[config.mk]
export PLATFORM = sky130hd
export DESIGN_NAME = square_matrix_rotator
export DESIGN_NICKNAME = d
export VERILOG_FILES = /design/src/hdl/sqmr_pkg.sv /design/src/hdl/sqmr_mem.sv /design/src/hdl/sqmr_addr.sv /design/src/hdl/square_matrix_rotator.sv
export SDC_FILE = /design/constraint.sdc
export NUM_CORES = 2
export LEC_CHECK = 0
export ABC_AREA = 1
export BUFFER_PORTS_ARGS = -buffer_cell sky130_fd_sc_hd__clkbuf_2
export CAP_MARGIN = 20
export CORE_ASPECT_RATIO = 0.6
export CORE_MARGIN = 10
export CORE_UTILIZATION = 35
export CTS_CLUSTER_SIZE = 24
export DETAILED_ROUTE_END_ITERATION = 16
export PLACE_DENSITY_LB_ADDON = 0.25
export SETUP_SLACK_MARGIN = 0.1
export SLEW_MARGIN = 40
export SYNTH_ARGS = -nofsm -noshare
export SYNTH_HDL_FRONTEND = slang
export SYNTH_SLANG_ARGS = --single-unit
[constraint.sdc]
create_clock -name clk_i -period 7.1 [get_ports clk_i]
set_input_delay 1.42 -clock clk_i [delete_from_list [all_inputs] [get_ports clk_i]]
set_output_delay 1.42 -clock clk_i [all_outputs]
set_load 0.03 [all_outputs]
[src/hdl/sqmr_pkg.sv]
`default_nettype none
package sqmr_pkg;

  localparam logic [3:0] MAX_SIDE = 4'd8;
  localparam int DEPTH = 64;
  localparam int AW = 6;
  localparam int DW = 32;
  localparam int CW = 3;

  typedef enum logic [2:0] {
    KIND_BEGIN = 3'd0,
    KIND_ELEM  = 3'd1,
    KIND_CW    = 3'd2,
    KIND_CCW   = 3'd3,
    KIND_PRINT = 3'd4
  } kind_e;

  typedef enum logic [1:0] {
    STAT_ELEM        = 2'd0,
    STAT_PRINT_EMPTY = 2'd1,
    STAT_ROT_EMPTY   = 2'd2
  } status_e;

  typedef enum logic {
    SEQ_IDLE,
    SEQ_PRINT
  } seq_state_e;

  // logical position of a printed element plus the matrix view
  typedef struct packed {
    logic [CW-1:0] row;
    logic [CW-1:0] col;
    logic [3:0]    side;
    logic [1:0]    orient;
  } pos_t;

  // result under way while the store read is in flight
  typedef struct packed {
    status_e status;
    logic    zero;
    logic    row_end;
    logic    last;
  } meta_t;

  typedef struct packed {
    status_e       status;
    logic [DW-1:0] value;
    logic          row_end;
    logic          last;
  } result_t;

endpackage
`default_nettype wire

[src/hdl/sqmr_mem.sv]
`default_nettype none
module sqmr_mem (
  input  wire logic                   clk_i,
  input  wire logic                   we_i,
  input  wire logic [sqmr_pkg::AW-1:0] waddr_i,
  input  wire logic [sqmr_pkg::DW-1:0] wdata_i,
  input  wire logic                   re_i,
  input  wire logic [sqmr_pkg::AW-1:0] raddr_i,
  output logic      [sqmr_pkg::DW-1:0] rdata_o
);

  logic [sqmr_pkg::DW-1:0] mem [sqmr_pkg::DEPTH];
  logic [sqmr_pkg::DW-1:0] rdata_q;

  always_ff @(posedge clk_i) begin
    if (we_i) begin
      mem[waddr_i] <= wdata_i;
    end
  end

  always_ff @(posedge clk_i) begin
    if (re_i) begin
      rdata_q <= mem[raddr_i];
    end
  end

  assign rdata_o = rdata_q;

endmodule
`default_nettype wire

[src/hdl/sqmr_addr.sv]
`default_nettype none
module sqmr_addr (
  input  wire sqmr_pkg::pos_t         pos_i,
  output logic [sqmr_pkg::AW-1:0]     index_o
);

  logic [3:0]              side_m1;
  logic [sqmr_pkg::CW-1:0] nm1;
  logic [sqmr_pkg::CW-1:0] pr;
  logic [sqmr_pkg::CW-1:0] pc;
  logic [6:0]              lin;

  // turn the logical (row, col) back to the row-major load position
  always_comb begin
    side_m1 = pos_i.side - 4'd1;
    nm1     = side_m1[sqmr_pkg::CW-1:0];
    case (pos_i.orient)
      2'd0: begin
        pr = pos_i.row;
        pc = pos_i.col;
      end
      2'd1: begin
        pr = nm1 - pos_i.col;
        pc = pos_i.row;
      end
      2'd2: begin
        pr = nm1 - pos_i.row;
        pc = nm1 - pos_i.col;
      end
      default: begin
        pr = pos_i.col;
        pc = nm1 - pos_i.row;
      end
    endcase
    lin     = {4'b0, pr} * {3'b0, pos_i.side} + {4'b0, pc};
    index_o = lin[sqmr_pkg::AW-1:0];
  end

endmodule
`default_nettype wire

[src/hdl/square_matrix_rotator.sv]
`default_nettype none
// Square matrix store with quarter-turn view, up to 8 x 8 signed 32-bit words.
// Input stream: tuser carries the command kind (begin, element, rotate
// clockwise, rotate counter-clockwise, print); tdata carries side and value.
// Begin, element and rotate transactions are taken one per cycle while the
// output queue has room and give no result, except a rotate on an empty
// matrix, which gives one status result. Rotation only changes an
// orientation register; words never move. A print streams the n*n elements
// row by row, one per cycle while the receiver keeps up, from the single read
// port of the element memory; tdata bit 32 marks row ends and tlast the final
// element. The input is held off for the whole print. An element result is
// registered in the memory read port, a status result in the meta register.
// Results go through a two-entry output queue; memory reads are issued only
// when queue space is certain, so a stalled receiver simply holds the stream
// and no result is lost. Reset empties the matrix (side 0), clears the
// orientation and load count and drops queued results; memory contents are
// not cleared, unloaded positions print as zero.
module square_matrix_rotator (
  input  wire logic        clk_i,
  input  wire logic        rst_ni,
  input  wire logic        s_axis_tvalid,
  output logic             s_axis_tready,
  input  wire logic [39:0] s_axis_tdata,   // side[3:0], value[35:4], zero fill
  input  wire logic [2:0]  s_axis_tuser,   // kind[2:0]
  output logic             m_axis_tvalid,
  input  wire logic        m_axis_tready,
  output logic [39:0]      m_axis_tdata,   // value_res[31:0], row_end[32], zero fill
  output logic [1:0]       m_axis_tuser,   // status[1:0]
  output logic             m_axis_tlast
);

  logic [3:0]                 side_q, side_d;
  logic [1:0]                 orient_q, orient_d;
  logic [6:0]                 load_q, load_d;
  sqmr_pkg::seq_state_e       state_q, state_d;
  logic [sqmr_pkg::CW-1:0]    row_q, row_d, col_q, col_d;
  logic                       flight_q, flight_d;
  sqmr_pkg::meta_t            meta_q, meta_d;
  sqmr_pkg::result_t          fifo_q [2];
  logic                       wptr_q, rptr_q;
  logic [1:0]                 cnt_q;

  logic                       in_acc, pop, push, can_issue, we;
  logic [2:0]                 room;
  logic [3:0]                 in_side;
  logic [sqmr_pkg::DW-1:0]    in_value;
  logic [6:0]                 area;
  logic [3:0]                 side_m1;
  logic [sqmr_pkg::CW-1:0]    nm1;
  sqmr_pkg::pos_t             pos;
  logic [sqmr_pkg::AW-1:0]    rd_index;
  logic [sqmr_pkg::DW-1:0]    rdata;
  sqmr_pkg::result_t          push_res, head;
  logic                       re;

  assign in_side  = s_axis_tdata[3:0];
  assign in_value = s_axis_tdata[35:4];
  assign in_acc   = s_axis_tvalid && s_axis_tready;
  assign pop      = (cnt_q != 2'd0) && m_axis_tready;
  assign push     = flight_q;
  assign room     = {1'b0, cnt_q} + {2'b0, flight_q} - {2'b0, pop};
  assign can_issue = room < 3'd2;
  assign s_axis_tready = (state_q == sqmr_pkg::SEQ_IDLE) && can_issue;

  assign area    = {3'b0, side_q} * {3'b0, side_q};
  assign side_m1 = side_q - 4'd1;
  assign nm1     = side_m1[sqmr_pkg::CW-1:0];
  assign pos     = '{row: row_q, col: col_q, side: side_q, orient: orient_q};

  sqmr_addr u_addr (
    .pos_i   (pos),
    .index_o (rd_index)
  );

  sqmr_mem u_mem (
    .clk_i   (clk_i),
    .we_i    (we),
    .waddr_i (load_q[sqmr_pkg::AW-1:0]),
    .wdata_i (in_value),
    .re_i    (re),
    .raddr_i (rd_index),
    .rdata_o (rdata)
  );

  always_comb begin
    side_d   = side_q;
    orient_d = orient_q;
    load_d   = load_q;
    state_d  = state_q;
    row_d    = row_q;
    col_d    = col_q;
    flight_d = 1'b0;
    meta_d   = meta_q;
    we       = 1'b0;
    re       = 1'b0;
    case (state_q)
      sqmr_pkg::SEQ_IDLE: begin
        if (in_acc) begin
          case (sqmr_pkg::kind_e'(s_axis_tuser))
            sqmr_pkg::KIND_BEGIN: begin
              side_d   = (in_side > sqmr_pkg::MAX_SIDE) ? sqmr_pkg::MAX_SIDE : in_side;
              orient_d = 2'd0;
              load_d   = 7'd0;
            end
            sqmr_pkg::KIND_ELEM: begin
              if (load_q < area) begin
                we     = 1'b1;
                load_d = load_q + 7'd1;
              end
            end
            sqmr_pkg::KIND_CW, sqmr_pkg::KIND_CCW: begin
              if (side_q == 4'd0) begin
                flight_d = 1'b1;
                meta_d   = '{status: sqmr_pkg::STAT_ROT_EMPTY, zero: 1'b1,
                             row_end: 1'b0, last: 1'b1};
              end else if (sqmr_pkg::kind_e'(s_axis_tuser) == sqmr_pkg::KIND_CW) begin
                orient_d = orient_q + 2'd1;
              end else begin
                orient_d = orient_q - 2'd1;
              end
            end
            sqmr_pkg::KIND_PRINT: begin
              if (side_q == 4'd0) begin
                flight_d = 1'b1;
                meta_d   = '{status: sqmr_pkg::STAT_PRINT_EMPTY, zero: 1'b1,
                             row_end: 1'b0, last: 1'b1};
              end else begin
                state_d = sqmr_pkg::SEQ_PRINT;
                row_d   = '0;
                col_d   = '0;
              end
            end
            default: ;
          endcase
        end
      end
      sqmr_pkg::SEQ_PRINT: begin
        if (can_issue) begin
          re       = 1'b1;
          flight_d = 1'b1;
          meta_d.status  = sqmr_pkg::STAT_ELEM;
          // positions beyond the load count were never written
          meta_d.zero    = !({1'b0, rd_index} < load_q);
          meta_d.row_end = (col_q == nm1);
          meta_d.last    = (col_q == nm1) && (row_q == nm1);
          if (col_q == nm1) begin
            col_d = '0;
            if (row_q == nm1) begin
              state_d = sqmr_pkg::SEQ_IDLE;
            end else begin
              row_d = row_q + 1'b1;
            end
          end else begin
            col_d = col_q + 1'b1;
          end
        end
      end
      default: state_d = sqmr_pkg::SEQ_IDLE;
    endcase
  end

  always_ff @(posedge clk_i or negedge rst_ni) begin
    if (!rst_ni) begin
      side_q   <= 4'd0;
      orient_q <= 2'd0;
      load_q   <= 7'd0;
      state_q  <= sqmr_pkg::SEQ_IDLE;
      row_q    <= '0;
      col_q    <= '0;
      flight_q <= 1'b0;
    end else begin
      side_q   <= side_d;
      orient_q <= orient_d;
      load_q   <= load_d;
      state_q  <= state_d;
      row_q    <= row_d;
      col_q    <= col_d;
      flight_q <= flight_d;
    end
  end

  always_ff @(posedge clk_i) begin
    meta_q <= meta_d;
  end

  always_comb begin
    push_res.status  = meta_q.status;
    push_res.value   = meta_q.zero ? '0 : rdata;
    push_res.row_end = meta_q.row_end;
    push_res.last    = meta_q.last;
  end

  // output queue, two entries
  always_ff @(posedge clk_i or negedge rst_ni) begin
    if (!rst_ni) begin
      wptr_q <= 1'b0;
      rptr_q <= 1'b0;
      cnt_q  <= 2'd0;
    end else begin
      if (push) begin
        wptr_q <= ~wptr_q;
      end
      if (pop) begin
        rptr_q <= ~rptr_q;
      end
      cnt_q <= cnt_q + {1'b0, push} - {1'b0, pop};
    end
  end

  always_ff @(posedge clk_i) begin
    if (push) begin
      fifo_q[wptr_q] <= push_res;
    end
  end

  assign head          = fifo_q[rptr_q];
  assign m_axis_tvalid = (cnt_q != 2'd0);
  assign m_axis_tdata  = {7'b0, head.row_end, head.value};
  assign m_axis_tuser  = head.status;
  assign m_axis_tlast  = head.last;

endmodule
`default_nettype wire
Word-level counts from Yosys, hierarchy flattened
Memory sizes are Yosys's and may differ from the RTL's. A register that Yosys moved wholly into a read port is not among the register bits.
Index checks and enable logic that the tools add are counted.
{"block": "totals", "output_inout_bits": 45, "reg_bits": 30, "mem_count": 2, "input_bits": 47, "mem_bits_rw": 2120, "wordCells": 122}
{"memory": "u_mem.mem", "depth": 64, "word_bits": 32, "read_ports": 1, "rd_ports_with_merged_regs": 1, "write_ports": 1, "line_no": "sqmr_mem.sv:12", "text": "logic [sqmr_pkg::DW-1:0] mem [sqmr_pkg::DEPTH];"}
{"memory": "fifo_q", "depth": 2, "word_bits": 36, "read_ports": 1, "rd_ports_with_merged_regs": 0, "write_ports": 1, "line_no": "square_matrix_rotator.sv:39", "text": "sqmr_pkg::result_t fifo_q [2];"}
{"block": "op_classes", "n_addsub": 13, "n_eq_ne": 19, "mux": 46, "n_reduce_logical": 19, "n_bitwise": 3, "magnitude_cmp": 4, "mul": 2}
{"cell": "$mux 32", "n": 1}
{"cell": "$mux 3", "n": 8}
{"cell": "$mux 5", "n": 4}
{"cell": "$pmux 5 s2", "n": 2}
{"cell": "$mux 1", "n": 19}
{"cell": "$pmux 3 s3", "n": 2}
{"cell": "$pmux 7 s2", "n": 1}
{"cell": "$pmux 3 s2", "n": 2}
{"cell": "$reduce_and 4->1", "n": 3}
{"cell": "$ne 2x2->1 const B", "n": 5}
{"cell": "$add 7x1->7 const B", "n": 1}
{"cell": "$lt 6x7->1", "n": 1}
{"cell": "$lt 7x7->1", "n": 1}
{"cell": "$mul 4x4->7", "n": 1}
{"cell": "$mux 7", "n": 1}
{"cell": "$add 3x1->3 const B", "n": 2}
{"cell": "$add 6x3->6", "n": 1}
{"cell": "$eq 3x2->1 const B", "n": 2}
{"cell": "$eq 3x3->1", "n": 2}
{"cell": "$mul 3x4->6", "n": 1}
{"cell": "$ne 2x1->1 const B", "n": 3}
{"cell": "$ne 3x3->1 const B", "n": 2}
{"cell": "$reduce_and 6->1", "n": 1}
{"cell": "$reduce_bool 2->1", "n": 3}
{"cell": "other kinds (29)", "n": 37}

Longest topological paths before layout
{"block": "depth", "word_depth": 10, "ltp_mapped": 26}

Cells and area by module
From an unflattened synthesis, not the netlist that was laid out.
{"block": "hier_totals", "hier_cells": 7437, "hier_area_um2": 88854.0}
{"module": "sqmr_mem", "cells_each": 6769, "seq_area_each_um2": 62459.9, "instances": 1, "area_each_um2": 83058.4}
{"module": "square_matrix_rotator", "cells_each": 555, "seq_area_each_um2": 2937.8, "instances": 1, "area_each_um2": 5064.9}
{"module": "sqmr_addr", "cells_each": 113, "seq_area_each_um2": 0.0, "instances": 1, "area_each_um2": 730.7}

Worst setup path before layout
OpenSTA, ideal clock, no wires.
{"block": "synth_path", "path_type": "input port to flip-flop", "start": "input m_axis_tready", "end": "memory u_mem.mem[0][0] in the netlist's numbering (enable)", "setup_slack_ns": 1.632, "cell_stages": 15, "arrival_time_ns": 5.047, "cell_sequence": "nand2_1 -> inv_1 -> ha_1 -> inv_1 -> ha_1 -> inv_1 -> fa_1 -> inv_1 -> a21oi_1 -> o21ai_1 -> nor3_2 -> clkinv_1 -> nor2_8 -> nand4_4 -> nor2_1"}
{"block": "synth_via", "elab_chain_len": 9}
{"element": "start: declaration", "line_no": "square_matrix_rotator.sv:26", "text": "input wire logic m_axis_tready,"}
{"element": "$logic_and 1x1->1", "line_no": "square_matrix_rotator.sv:59", "text": "assign pop = (cnt_q != 2'd0) && m_axis_tready;"}
{"element": "named net pop", "line_no": "square_matrix_rotator.sv:43", "text": "logic in_acc, pop, push, can_issue, we;"}
{"element": "$sub 3x1->3", "line_no": "square_matrix_rotator.sv:61", "text": "assign room = {1'b0, cnt_q} + {2'b0, flight_q} - {2'b0, pop};"}
{"element": "named net room[1]", "line_no": "square_matrix_rotator.sv:44", "text": "logic [2:0] room;"}
{"element": "$lt 3x2->1", "line_no": "square_matrix_rotator.sv:62", "text": "assign can_issue = room < 3'd2;"}
{"element": "$logic_and 1x1->1", "line_no": "square_matrix_rotator.sv:63", "text": "assign s_axis_tready = (state_q == sqmr_pkg::SEQ_IDLE) && can_issue;"}
{"element": "$logic_and 1x1->1", "line_no": "square_matrix_rotator.sv:58", "text": "assign in_acc = s_axis_tvalid && s_axis_tready;"}
{"element": "$mux 1", "line_no": "square_matrix_rotator.sv:98", "text": "if (in_acc) begin"}
{"element": "$mux 1", "line_no": "square_matrix_rotator.sv:96", "text": "case (state_q)"}
{"element": "$mux 1", "line_no": "sqmr_mem.sv:16", "text": "if (we_i) begin"}
{"element": "$mux 1 (not written as such)", "line_no": "sqmr_mem.sv:17", "text": "mem[waddr_i] <= wdata_i;"}
{"element": "end: declaration", "line_no": "sqmr_mem.sv:12"}
The timed path passes the listed nets, and every way through them passes these cells.

Worst setup path after layout
{"block": "layout_path", "start": "register side_q[0]", "end": "register u_mem.rdata_q (netlist bit u_mem.rdata_o[7]), read port of u_mem.mem (data pin)"}
{"block": "layout_via", "elab_chain_len": 5}
{"element": "start: declaration", "line_no": "square_matrix_rotator.sv:32", "text": "logic [3:0] side_q, side_d;"}
{"element": "start signal: assignment", "line_no": "square_matrix_rotator.sv:172", "text": "side_q <= side_d;"}
{"element": "$sub 3x1->3", "line_no": "sqmr_addr.sv:15", "text": "side_m1 = pos_i.side - 4'd1;"}
{"element": "$sub 3x3->3, on equally long branches"}
{"element": "$pmux 3 s3", "line_no": "sqmr_addr.sv:17", "text": "case (pos_i.orient)"}
{"element": "$mul 3x4->6", "line_no": "sqmr_addr.sv:35", "text": "lin = {4'b0, pr} * {3'b0, pos_i.side} + {4'b0, pc};"}
{"element": "$add 6x3->6 *", "line_no": "sqmr_addr.sv:35"}
{"element": "end: declaration", "line_no": "sqmr_mem.sv:13", "text": "logic [sqmr_pkg::DW-1:0] rdata_q;"}
Mark *: on every way between the ends. The rest lies on a longest branch, timed or not.
A chain may end at the register's enable or synchronous reset.

==> key figures <==
Synth
  • Post-Syn Instances: 7053
  • Ranking of synthesized cells by area: edfxtp_1 (73%), nor2_1 (7.5%), o211ai_1 (3.2%), o21ai_0 (3.1%), o21ai_1 (2.8%)
  • Asr flop ratio synth: 0.0115
  • Netlist Area Pre-Place: 88300 um2
  • Register area share after synthesis: 0.740
  • Yosys reg bits: 2182
  • Unique cell type count in the Yosys netlist: 46
  • EDFF count, synth: 2157
  • YS warnings: 0
  • Syn avg cell area: 12.5 um2
  • Primary FF master, synth: edfxtp_1
  • Synth area leader: edfxtp_1
  • Yosys top cell area share: 0.733

Critical path
  • CP Capture Type: register
  • Critical Path RT: 7.69 ns
  • CP Max Fanout: 40
  • Type of origin of the critical path: register
  • Worst EP arrival: 7.17 ns
  • Type of the worst setup path: reg2reg

Floorplanning
  • Num ports: 92
  • Core ar.: 250000 um2
  • Rows: 142
  • Die Y: 409 um
  • Initial Util: 0.353
  • Die width: 669 um
  • Die Area: 274000 um2

Clock network
  • Root buf cell: clkbuf_16
  • CTS-repair resized insts: 0
  • CTS tree: yes
  • Num Clock Sinks: 2182
  • Postcts setup bufs: 0
  • H-tree depth: 4
  • CTS buffer count: 199
  • Hold-fix buffers, CTS: 0
  • Maximum root-to-sink buffer count: 4
  • Clock-pin slew on the worst setup and hold paths: 0.07 ns
  • Clk_lat worst skew: 0.88 ns

Timing
  • RSZ-0062 raised after global routing: no
  • Max-slew headroom: 0.409
  • Tmin final: 6.58 ns
  • Setup tns final: 0 ns
  • F_max: 152 MHz
  • Least-Margin Pin Slew: 0.886 ns
  • Crit share post-route: 0.927
  • Fin. Hold Viols: 0
  • Max-slew violation count: 0
  • Clock Skew: 0.0647 ns
  • Setup violators final: 0

Global route
  • Initial antenna violation count: 22
  • Total GRT Usage: 0.191
  • First-pass GRT wire length: 386000 um
  • Vias in the first global route: 52.9k
  • Total gr overflow: 0
  • Largest net degree at the start of global routing: 189

Route
  • First-pass DRT Iterations: 6
  • Routed wl met2: 110000 um
  • Met1 wire length: 126000 um
  • DRT Wirelength: 270000 um
  • Post-DRT Antenna Nets: 0
  • DR iter-0 viols: 7724
  • Drt via density: 5.37
  • WL per Instance: 25.6 um
  • Max Used Layer: met5
  • Residual DRC: 0
  • Via count: 56.8k
  • Routed wl met3: 29300 um

Worst hold path
  • Min-delay worst type: reg2reg

Layout
  • Multi-input logic area: 21000 um2
  • Final nets: 7196
  • Highest-count cells in the layout ignoring fill and taps: edfxtp_1 (2157), nor2_1 (1698), o21ai_0 (543)
  • Fill count: 23.2k
  • Register Area: 65400 um2
  • Area Overhead vs Synth: 13.4%
  • Commonest non-fill, non-tap cell in the layout: edfxtp_1
  • Share of layout cells above drive strength 1: 0.0935

Run
  • Max Cap Viol: 0

Place
  • Placer Congestion: 0.821
  • Hpwl dp: 151000 um
  • Port bufs: 80

Status
  • Status: complete, no violations
[cell type report]
type                            count  share of cell area
Clock inverter                     98             0.00895
Tap cell                         3312              0.0414
Clock buffer                      252              0.0521
Multi-Input combinational cell   4280               0.210
Timing Repair Buffer              307              0.0295
Sequential cell                  2182               0.653
Antenna cell                        7            0.000175
Inverter                          131             0.00533
[worst max-delay path: stages, from the launching register on]
cell and delay, ns:
dfrtp_1 0.36, buf_4 0.18, inv_1 0.25, ha_1 0.36, fa_1 0.48, o22ai_1 0.18
inv_1 0.05, a31oi_1 0.28, nand2_1 0.12, fa_1 0.52, inv_1 0.05, fa_1 0.53
fa_4 0.87, inv_8 0.46, buf_12 0.25, o211ai_1 0.11, nand3_1 0.19, nand3_1 0.44
and2_1 0.31, nand2_1 0.13, nand2_1 0.11
[cell usage after synthesis, drive strengths merged (2+ instances only)]
| cell | instances |
|---|---|
| fa | 8 |
| a31oi | 2 |
| a21oi | 50 |
| nand3 | 490 |
| o21bai | 2 |
| clkbuf | 263 |
| nor2 | 1767 |
| inv | 128 |
| o21ai | 1045 |
| o31ai | 2 |
| o22ai | 4 |
| ha | 40 |
| xor2 | 13 |
| xnor2 | 2 |
| buf | 203 |
| dfrtp | 25 |
| edfxtp | 2157 |
| a211oi | 2 |
| o211ai | 383 |
| nand4 | 10 |
| clkinv | 3 |
| nor3 | 3 |
| and2 | 32 |
| nand2 | 414 |
[sequential cells by signal, indices dropped and copies added, names as in the netlist, 2 cells and up]
signal,count
cnt_q,2
col_q,3
fifo_q,72
load_q,7
meta_q,5
orient_q,2
row_q,3
side_q,4
u_mem.mem,2048
u_mem.rdata_o,32
[final timing paths]
| check | slack (ns) | startpoint | to | depth (start not counted) |
|---|---|---|---|---|
| setup / recovery | 0.52 | side_q[0] | u_mem.rdata_o[7] | 20 |
| hold reg to reg | 0.46 | meta_q[3] | fifo_q[0][34] | 0 |
| setup reg to reg | 0.52 | side_q[0] | u_mem.rdata_o[7] | 20 |
| max in group asynchronous | 5.95 | rst_ni | rptr_q | 1 |
| min in group asynchronous | 0.64 | rst_ni | cnt_q[1] | 1 |
| hold / removal | 0.46 | meta_q[3] | fifo_q[0][34] | 0 |
[through the flow]
step / std cells / util / setup WS (ns) / instance area, um2 / hold WS [ns]
final: 10600 / 0.400 / 0.521 / 100000 / 0.457
after global routing: 10600 / 0.400 / 0.337 / 100000 / 0.481
after CTS: 10600 / 0.399 / 0.725 / 99800 / 0.454
after detailed placement: 10200 / 0.374 / 0.759 / 93700 / 0.439
after global placement: 10200 / 0.374 / 0.668 / 93600 / 0.438
after floorplan: 7059 / - / 1.63 / 88400 / 0.421
[per-layer routing]
layer	vias to the layer above	track usage
li1	25500	-
met1	28400	0.298
met2	2496	0.264
met3	304	0.0497
met4	8	0.0368
met5	-	0
[kinds of logic (layout without fill, tap and decap cells)]
logic type / count (synthesis) / in the layout / share of synthesized area
xor gates and xnor gates: 15 / 15 / 0.00149
DFF: 2182 / 2182 / 0.740
buffers and inverters: 597 / 788 / 0.0289
AOI/OAI and AO/OA: 1492 / 1492 / 0.0959
adders and majority gates: 48 / 48 / 0.00748
other: 1 / 14 / 0.0000425
and+or+nand+nor: 2718 / 2718 / 0.126
Power is left out: the tool's default activity adds up to more than one toggle a clock period on the data nets, which glitch-free logic cannot reach.
